--- src/rtl/core/evad_pkg.sv ---
package evad_pkg;

  localparam int SAMPLE_W = 16;
  localparam int SQUARE_W = 32;
  localparam int SUM_W    = 43;
  localparam int LEN_W    = 13;
  localparam int THR_W    = 15;
  localparam int CFG_W    = 24;
  localparam int RMS_W    = 15;
  localparam int REG_IDX_W = 3;

  // long division over the frame energy, then a bit-pair square root (one root bit per step)
  localparam int WORK_W    = 44;
  localparam int ROOT_W    = 22;
  localparam int REM_W     = 24;
  localparam int SUB_W     = 26;
  localparam int STEP_W    = 6;
  localparam int DIV_STEPS = 43;
  localparam int SQRT_STEPS = 22;

  localparam logic [REG_IDX_W-1:0] REG_FRAME_LENGTH   = 3'd0;
  localparam logic [REG_IDX_W-1:0] REG_SPEECH_THRESH  = 3'd1;
  localparam logic [REG_IDX_W-1:0] REG_SILENCE_THRESH = 3'd2;
  localparam logic [REG_IDX_W-1:0] REG_SILENCE_END    = 3'd3;
  localparam logic [REG_IDX_W-1:0] REG_MIN_SPEECH     = 3'd4;
  localparam logic [REG_IDX_W-1:0] REG_MAX_DURATION   = 3'd5;
  localparam logic [REG_IDX_W-1:0] REG_RECORD_LIMIT   = 3'd6;

  localparam logic [LEN_W-1:0] RST_FRAME_LENGTH   = 13'd512;
  localparam logic [THR_W-1:0] RST_SPEECH_THRESH  = 15'd500;
  localparam logic [THR_W-1:0] RST_SILENCE_THRESH = 15'd300;
  localparam logic [CFG_W-1:0] RST_SILENCE_END    = 24'd16000;
  localparam logic [CFG_W-1:0] RST_MIN_SPEECH     = 24'd8000;
  localparam logic [CFG_W-1:0] RST_MAX_DURATION   = 24'd160000;
  localparam logic [CFG_W-1:0] RST_RECORD_LIMIT   = 24'd160000;

  localparam logic [RMS_W-1:0] RMS_MAX = 15'h7fff;

  typedef enum logic [1:0] {
    EV_NONE,
    EV_SPEECH_START,
    EV_END_SILENCE,
    EV_END_DURATION
  } vad_event_t;

endpackage

--- src/rtl/core/energy_voice_activity_detector_unit.sv ---
// a sample that does not close a frame is taken in idle, then squared and accumulated
// a frame-closing sample then runs the divide and the square root before decide raises out_valid
// a new sample is taken only back in idle, once the last one is through; the pace is set by the
// shared subtractor that runs the 43-step divide and the 22-step square root; a stalled
// result beat holds the decide step and the input with it
// reset (rst_n low, synchronous): registers to defaults, listening, energy and counters cleared
module energy_voice_activity_detector_unit
  import evad_pkg::*;
#(
  parameter int MAX_FRAME  = 4096,
  parameter int COUNT_BITS = 24
) (
  input  logic                 clk,
  input  logic                 rst_n,
  // configuration write port
  input  logic                 cfg_we,
  input  logic [REG_IDX_W-1:0] cfg_index,
  input  logic [CFG_W-1:0]     cfg_data,
  // sample channel
  input  logic                 in_valid,
  output logic                 in_stall,
  input  logic signed [SAMPLE_W-1:0] in_sample,
  // per-frame result channel
  output logic                 out_valid,
  input  logic                 out_stall,
  output logic [RMS_W-1:0]     out_rms_level,
  output logic                 out_recording,
  output logic [1:0]           out_frame_event,
  output logic                 out_frame_kept,
  output logic [CFG_W-1:0]     out_kept_samples
);

  // longest frame the 13-bit length register can ask for, capped by MAX_FRAME
  localparam int LEN_CLIP = (MAX_FRAME > 8191) ? 8191 : MAX_FRAME;
  localparam logic [LEN_W-1:0] LEN_CLIP_V = LEN_W'(LEN_CLIP);
  localparam int CMP_W = (COUNT_BITS > CFG_W) ? COUNT_BITS : CFG_W;
  localparam logic [COUNT_BITS-1:0] COUNT_MAX = {COUNT_BITS{1'b1}};

  typedef enum logic [2:0] {
    S_IDLE,
    S_SQUARE,
    S_ACCUM,
    S_DIV,
    S_SQRT,
    S_DECIDE
  } state_t;

  // configuration registers
  logic [LEN_W-1:0] frame_len_r;
  logic [THR_W-1:0] speech_thr_r;
  logic [THR_W-1:0] silence_thr_r;
  logic [CFG_W-1:0] silence_end_r;
  logic [CFG_W-1:0] min_speech_r;
  logic [CFG_W-1:0] max_dur_r;
  logic [CFG_W-1:0] rec_limit_r;

  // sequencer and datapath
  state_t state_r, state_nxt;
  logic signed [SAMPLE_W-1:0] sample_r;
  logic [SQUARE_W-1:0] square_r, square_nxt;
  logic [SUM_W-1:0]    sum_r;
  logic [LEN_W-1:0]    pos_r;
  logic [WORK_W-1:0]   work_r, work_nxt;
  logic [REM_W-1:0]    rem_r, rem_nxt;
  logic [ROOT_W-1:0]   root_r, root_nxt;
  logic [STEP_W-1:0]   step_r;

  // utterance tracking
  logic                  rec_r;
  logic [CFG_W-1:0]      kept_r;
  logic [COUNT_BITS-1:0] since_start_r;
  logic [COUNT_BITS-1:0] since_speech_r;

  // output register
  logic              out_valid_r;
  logic [RMS_W-1:0]  out_rms_r;
  logic              out_rec_r;
  vad_event_t        out_event_r;
  logic              out_kept_r;
  logic [CFG_W-1:0]  out_kept_cnt_r;

  // effective frame length: zero acts as one, long values clip
  logic [LEN_W-1:0] len_eff;
  always_comb begin
    if (frame_len_r == '0) begin
      len_eff = LEN_W'(1);
    end else if (frame_len_r > LEN_CLIP_V) begin
      len_eff = LEN_CLIP_V;
    end else begin
      len_eff = frame_len_r;
    end
  end

  // accumulate step
  logic [SUM_W-1:0] sum_add;
  logic [LEN_W-1:0] pos_inc;
  logic             frame_end;
  assign sum_add   = sum_r + SUM_W'(square_r);
  assign pos_inc   = pos_r + LEN_W'(1);
  assign frame_end = (pos_inc >= len_eff);

  logic signed [SQUARE_W-1:0] square_full;
  assign square_full = sample_r * sample_r;
  assign square_nxt  = $unsigned(square_full);

  // shared compare-subtract unit: divide steps and square-root steps take turns on it
  logic [SUB_W-1:0] sub_a, sub_b;
  logic [SUB_W:0]   sub_diff;
  logic             sub_ge;
  always_comb begin
    if (state_r == S_SQRT) begin
      sub_a = {rem_r, work_r[WORK_W-1 -: 2]};
      sub_b = {2'b00, root_r, 2'b01};
    end else begin
      // divide: shift the next dividend bit into the partial remainder
      sub_a = {{(SUB_W-LEN_W-1){1'b0}}, rem_r[LEN_W-1:0], work_r[SUM_W-1]};
      sub_b = {{(SUB_W-LEN_W){1'b0}}, len_eff};
    end
  end
  assign sub_diff = {1'b0, sub_a} - {1'b0, sub_b};
  assign sub_ge   = ~sub_diff[SUB_W];

  always_comb begin
    work_nxt = work_r;
    rem_nxt  = rem_r;
    root_nxt = root_r;
    if (state_r == S_SQRT) begin
      work_nxt = {work_r[WORK_W-3:0], 2'b00};
      rem_nxt  = sub_ge ? sub_diff[REM_W-1:0] : sub_a[REM_W-1:0];
      root_nxt = {root_r[ROOT_W-2:0], sub_ge};
    end else if (state_r == S_DIV) begin
      // quotient bits shift in where the dividend bits leave
      work_nxt = {1'b0, work_r[SUM_W-2:0], sub_ge};
      rem_nxt  = sub_ge ? {{(REM_W-LEN_W){1'b0}}, sub_diff[LEN_W-1:0]}
                        : {{(REM_W-LEN_W){1'b0}}, sub_a[LEN_W-1:0]};
    end
  end

  // frame decision
  logic [RMS_W-1:0]      rms_sat;
  logic [CFG_W:0]        kept_sum;
  logic                  keep_ok;
  logic [COUNT_BITS:0]   start_add, speech_add;
  logic [COUNT_BITS-1:0] start_sat, speech_sat, speech_upd;
  logic                  max_dur, silence_end, min_speech;

  assign rms_sat  = (root_r[ROOT_W-1:RMS_W] != '0) ? RMS_MAX : root_r[RMS_W-1:0];
  assign kept_sum = {1'b0, kept_r} + (CFG_W+1)'(len_eff);
  assign keep_ok  = (kept_sum < {1'b0, rec_limit_r});

  assign start_add  = {1'b0, since_start_r}  + (COUNT_BITS+1)'(len_eff);
  assign speech_add = {1'b0, since_speech_r} + (COUNT_BITS+1)'(len_eff);
  assign start_sat  = start_add[COUNT_BITS]  ? COUNT_MAX : start_add[COUNT_BITS-1:0];
  assign speech_sat = speech_add[COUNT_BITS] ? COUNT_MAX : speech_add[COUNT_BITS-1:0];
  // speech in the frame restarts the silence count
  assign speech_upd = (rms_sat > silence_thr_r) ? '0 : speech_sat;

  assign max_dur     = CMP_W'(start_sat)  >= CMP_W'(max_dur_r);
  assign silence_end = CMP_W'(speech_upd) >= CMP_W'(silence_end_r);
  assign min_speech  = CMP_W'(start_sat)  >= CMP_W'(min_speech_r);

  logic out_free;
  assign out_free = ~out_valid_r | ~out_stall;

  // sequencer
  always_comb begin
    state_nxt = state_r;
    unique case (state_r)
      S_IDLE:   if (in_valid) state_nxt = S_SQUARE;
      S_SQUARE: state_nxt = S_ACCUM;
      S_ACCUM:  state_nxt = frame_end ? S_DIV : S_IDLE;
      S_DIV:    if (step_r == STEP_W'(DIV_STEPS - 1)) state_nxt = S_SQRT;
      S_SQRT:   if (step_r == STEP_W'(SQRT_STEPS - 1)) state_nxt = S_DECIDE;
      S_DECIDE: if (out_free) state_nxt = S_IDLE;
      default:  state_nxt = S_IDLE;
    endcase
  end

  always_ff @(posedge clk) begin
    if (!rst_n) begin
      state_r        <= S_IDLE;
      frame_len_r    <= RST_FRAME_LENGTH;
      speech_thr_r   <= RST_SPEECH_THRESH;
      silence_thr_r  <= RST_SILENCE_THRESH;
      silence_end_r  <= RST_SILENCE_END;
      min_speech_r   <= RST_MIN_SPEECH;
      max_dur_r      <= RST_MAX_DURATION;
      rec_limit_r    <= RST_RECORD_LIMIT;
      sum_r          <= '0;
      pos_r          <= '0;
      step_r         <= '0;
      rec_r          <= 1'b0;
      kept_r         <= '0;
      since_start_r  <= '0;
      since_speech_r <= '0;
      out_valid_r    <= 1'b0;
    end else begin
      state_r <= state_nxt;

      if (cfg_we) begin
        unique case (cfg_index)
          REG_FRAME_LENGTH:   frame_len_r   <= cfg_data[LEN_W-1:0];
          REG_SPEECH_THRESH:  speech_thr_r  <= cfg_data[THR_W-1:0];
          REG_SILENCE_THRESH: silence_thr_r <= cfg_data[THR_W-1:0];
          REG_SILENCE_END:    silence_end_r <= cfg_data;
          REG_MIN_SPEECH:     min_speech_r  <= cfg_data;
          REG_MAX_DURATION:   max_dur_r     <= cfg_data;
          REG_RECORD_LIMIT:   rec_limit_r   <= cfg_data;
          default: ;
        endcase
      end

      // a new result beat replaces the one leaving in the same cycle
      if (state_r == S_DECIDE && out_free) begin
        out_valid_r <= 1'b1;
      end else if (out_valid_r && !out_stall) begin
        out_valid_r <= 1'b0;
      end

      unique case (state_r)
        S_IDLE: begin
          if (in_valid) begin
            sample_r <= in_sample;
          end
        end
        S_SQUARE: begin
          square_r <= square_nxt;
        end
        S_ACCUM: begin
          if (frame_end) begin
            sum_r  <= '0;
            pos_r  <= '0;
            work_r <= {1'b0, sum_add};
            rem_r  <= '0;
            root_r <= '0;
            step_r <= '0;
          end else begin
            sum_r <= sum_add;
            pos_r <= pos_inc;
          end
        end
        S_DIV: begin
          work_r <= work_nxt;
          rem_r  <= (step_r == STEP_W'(DIV_STEPS - 1)) ? '0 : rem_nxt;
          step_r <= (step_r == STEP_W'(DIV_STEPS - 1)) ? '0 : step_r + STEP_W'(1);
        end
        S_SQRT: begin
          work_r <= work_nxt;
          rem_r  <= rem_nxt;
          root_r <= root_nxt;
          step_r <= step_r + STEP_W'(1);
        end
        S_DECIDE: begin
          if (out_free) begin
            out_rms_r   <= rms_sat;
            if (!rec_r) begin
              if (rms_sat > speech_thr_r) begin
                // speech start: the opening frame is kept unconditionally
                rec_r          <= 1'b1;
                kept_r         <= CFG_W'(len_eff);
                since_start_r  <= '0;
                since_speech_r <= '0;
                out_rec_r      <= 1'b1;
                out_event_r    <= EV_SPEECH_START;
                out_kept_r     <= 1'b1;
                out_kept_cnt_r <= CFG_W'(len_eff);
              end else begin
                out_rec_r      <= 1'b0;
                out_event_r    <= EV_NONE;
                out_kept_r     <= 1'b0;
                out_kept_cnt_r <= kept_r;
              end
            end else begin
              since_start_r  <= start_sat;
              since_speech_r <= speech_upd;
              out_kept_r     <= keep_ok;
              if (keep_ok) begin
                kept_r         <= kept_sum[CFG_W-1:0];
                out_kept_cnt_r <= kept_sum[CFG_W-1:0];
              end else begin
                out_kept_cnt_r <= kept_r;
              end
              // duration wins when both end causes hold
              if (max_dur) begin
                rec_r       <= 1'b0;
                out_rec_r   <= 1'b0;
                out_event_r <= EV_END_DURATION;
              end else if (silence_end && min_speech) begin
                rec_r       <= 1'b0;
                out_rec_r   <= 1'b0;
                out_event_r <= EV_END_SILENCE;
              end else begin
                out_rec_r   <= 1'b1;
                out_event_r <= EV_NONE;
              end
            end
          end
        end
        default: ;
      endcase
    end
  end

  assign in_stall         = (state_r != S_IDLE);
  assign out_valid        = out_valid_r;
  assign out_rms_level    = out_rms_r;
  assign out_recording    = out_rec_r;
  assign out_frame_event  = out_event_r;
  assign out_frame_kept   = out_kept_r;
  assign out_kept_samples = out_kept_cnt_r;

`ifndef SYNTHESIS
  // a taken sample closes the door until the sequencer is back in idle
  assert property (@(posedge clk) disable iff (!rst_n)
    in_valid && !in_stall |=> in_stall)
    else $error("sample taken while a previous one is still in work");

  // partial remainder of the divide always stays below the frame length
  assert property (@(posedge clk) disable iff (!rst_n)
    state_r == S_DIV |-> rem_r[LEN_W-1:0] < len_eff)
    else $error("divide remainder out of range");

  // step counter never runs past the divide length
  assert property (@(posedge clk) disable iff (!rst_n)
    state_r == S_DIV || state_r == S_SQRT |-> step_r < STEP_W'(DIV_STEPS))
    else $error("iteration counter overrun");

  // speech start keeps its frame and enters recording
  assert property (@(posedge clk) disable iff (!rst_n)
    out_valid && out_frame_event == EV_SPEECH_START |-> out_recording && out_frame_kept)
    else $error("speech start without recording");

  // an end event always returns to listening
  assert property (@(posedge clk) disable iff (!rst_n)
    out_valid && (out_frame_event == EV_END_SILENCE || out_frame_event == EV_END_DURATION)
      |-> !out_recording)
    else $error("end event while still recording");
`endif

endmodule
--- config.mk ---
export PLATFORM = sky130hd
export DESIGN_NAME = energy_voice_activity_detector_unit
export DESIGN_NICKNAME = d
export VERILOG_FILES = /design/src/rtl/core/evad_pkg.sv /design/src/rtl/core/energy_voice_activity_detector_unit.sv
export SDC_FILE = /design/constraint.sdc
export NUM_CORES = 2
export LEC_CHECK = 0
export ABC_CLOCK_PERIOD_IN_PS = 12700
export CORE_MARGIN = 5
export CORE_UTILIZATION = 60
export DETAILED_ROUTE_END_ITERATION = 7
export DONT_BUFFER_PORTS = 1
export GPL_TIMING_DRIVEN = 0
export PLACE_DENSITY = 0.78
export SLEW_MARGIN = 0
export SYNTH_ARGS = -nofsm -noshare
export SYNTH_HDL_FRONTEND = slang
export SYNTH_SLANG_ARGS = --single-unit
--- constraint.sdc ---
create_clock -name clk -period 12.7 [get_ports clk]
set_input_delay 0.635 -clock clk [delete_from_list [all_inputs] [get_ports clk]]
set_output_delay 0.635 -clock clk [all_outputs]
set_load 0.01 [all_outputs]
==> results.ini <==
[sta]
fmax_mhz=128.0
slew_headroom_pct=22.62
setup_slack_ps=4885
finalCritPeriodShare_pct=61.54
worstMarginPinSlew_ps=1161
rsz0062_at_grt=false
slew_violations=0
setup_viol=0
holdWs_ps=111.7
hold_viol=0
worst_clock_skew_ps=24.28
period_minus_slack_ps=7815
fin_tns_setup_ps=0

[placement]
gp_congestion=0.9643
pre_cts_ws_ps=4942
hpwl_mm=76.88
port_buffers=0

[finish]
layout.nets=4823
area_delta_synth_final_pct=7.794
drive_gt1_share_pct=4.256
fill_cells=4951
final_common_cell=nand2_1
layout_common_cells=nand2_1 (601), inv_1 (472), ha_1 (325), dfxtp_1 (278), fa_1 (242)
diodes=0

[clock_tree]
clock_latency_ps=620
cts_root_buffer=clkbuf_16
clock_sinks=458
post-cts-setup-buffer-count=0
htree_levels=2
cts_made_buffers=53
postCtsHoldBufs=0
cts_tree=built
cts_resized=0
clk_pin_slew_ps=60
clock_path_buffers=3

[critical_path]
cp-start-kind=flip-flop
critPathCaptureType=flip-flop
reg2reg_slack_ps=4880
critical_path_arrival_ps=8160
r2r_end=square_r[31]
crit_path_start=sample_r[5]
r2r_cells=25
path_max_fanout=10
crit_required_ps=13040
reg2reg_from=sample_r[5]
endpoint=square_r[31]
critical_path_class=flip-flop to flip-flop

[routing]
dr.first_iter.drc_count=2797
wl_per_cell_um=19.93
ant_nets=0
drt_wl_total_mm=100.3
vias=30201
viasPerCell=5.998
dr.pass1.iters=7
remaining_drc_errors=0

[logic_synthesis]
ys.flop_type=dfxtp_1
synthArstFlopShare_pct=0
ys_ff_latch=458
syn_area_per_cell_um2=8.833
seq_area_frac_synth_pct=29.92
synthesis.area_um2=36670
ys_types=89
synthesis.nets=4766
synth_edf_count=180
synthCells=4151
synth_warnings=0

[flow_run]
maxCapViolations=0

[floorplan]
start_util_pct=60.64
die_y_um=257.2
dieArea_um2=66150
rows=90
die_x_um=257.2
core_area_um2=60470
io_pins=93

[grt]
grt_pass1_wl_mm=160.1
gr-usage-all-layers_pct=29.92
grt_overflow_total=0
grt_start_max_net_pins=69
grt_antenna_before_repair=0
grt_pass1_vias=29819

[pwr]
ir_worst_vdd_v=0.001337
p_leak_nw=17.26
power.density_nw_per_um2=227.5

[min_path]
min_delay_path_depth=0
hold_class=input port to flip-flop

[run_status]
status=finished, final reports clean

-- cell families after synthesis --
| family | synth area share [%] |
|---|---|
| compound gates | 17.65 |
| buf+inv | 6.920 |
| xor+xnor | 3.941 |
| simple gates | 16.52 |
| flops | 29.92 |
| fa+ha+maj | 24.30 |
| mux | 0.7473 |
-- registers in the layout, indices dropped and copies added, names as in the netlist, 22 cells and up --
signal,flops
work_r,44
sum_r,43
square_r,31
kept_r,24
max_dur_r,24
min_speech_r,24
out_kept_samples,24
rec_limit_r,24
rem_r,24
silence_end_r,24
since_speech_r,24
since_start_r,24
root_r,22
-- critical path: stages, from the launching register on --
cell and delay (ps):
edfxtp_1 320, clkbuf_1 510, clkbuf_1 610, nand2_1 230
fa_1 550, inv_1 50, fa_1 530, inv_1 50
fa_1 500, inv_1 50, fa_1 470, inv_1 50
fa_1 530, inv_1 50, fa_1 520, ha_1 420
nand2_1 70, o21ai_0 310, a221o_1 210, a21o_1 150
nand4_1 180, o21ai_0 370, o221ai_1 280, o2111ai_1 260
a21oi_1 110, xnor2_1 150
-- per-layer routing --
layer / track usage, % / wire (µm) / share of wire (%)
met2: 50.56 / 47440 / 47
met5: 0 / 0 / 0
met4: 12.32 / 4815 / 4.8
met1: 39.00 / 40560 / 40
met3: 4.098 / 7511 / 7.5
-- through the flow --
stage          cells  power (W)  util, %  cell area, µm²
2_1_floorplan   4151   0.006219        -           36670
3_3_place_gp    4933   0.007298    62.25           37640
3_5_place_dp    4935   0.007413    62.33           37690
4_1_cts         5035   0.009071    65.36           39520
5_1_grt         5035   0.009826    65.36           39520
6_report        5035   0.008991    65.36           39520
-- synthesized netlist by cell type (45+ instances only) --
cell type  count  area, µm²
a21boi_0     125      938.4
a21o_1        90      675.7
a21oi_1      235       1176
a31oi_1       45      281.5
and2_1        79      494.2
and3_1        71      444.2
clkbuf_1     162      608.1
dfxtp_1      278       5565
edfxtp_1     180       5405
fa_1         242       4845
ha_1         325       4066
inv_1        472       1772
nand2_1      601       2256
nand3_1       79      395.4
nor2_1       212      795.8
nor2b_1       50      312.8
nor3_1        52      260.3
o211ai_1      50      375.4
o21ai_0      155      775.7
xnor2_1      115       1007
xor2_1        50      437.9
-- power breakdown --
group	leakage [nW]	internal (W)	switching (W)	total, W
clock network	0.897	0.000954	0.000663	0.00162
registers	3.86	0.00190	0.0000450	0.00195
logic	12.5	0.00237	0.00306	0.00543
-- worst min-delay path by stage --
stage                            startpoint                end
after floorplan           since_speech_r[0]  since_speech_r[0]
after global placement    since_speech_r[0]  since_speech_r[0]
after detailed placement  since_speech_r[0]  since_speech_r[0]
after CTS                     in_sample[14]       sample_r[14]
after global routing           in_sample[0]        sample_r[0]
final                          in_sample[0]        sample_r[0]
-- final cells by class --
class                      instances  area (µm²)  area share (%)
clock buffer                      75        1510           3.821
inverter                         473        1775           4.492
clock inverter                    25       319.1          0.8072
multi-input combinational       3034       23170           58.61
buffer                           186       762.0           1.928
timing repair buffer               2       42.54          0.1076
tap                              782       978.4           2.476
sequential                       458       10970           27.76
(Power assumes the default switching activity.)
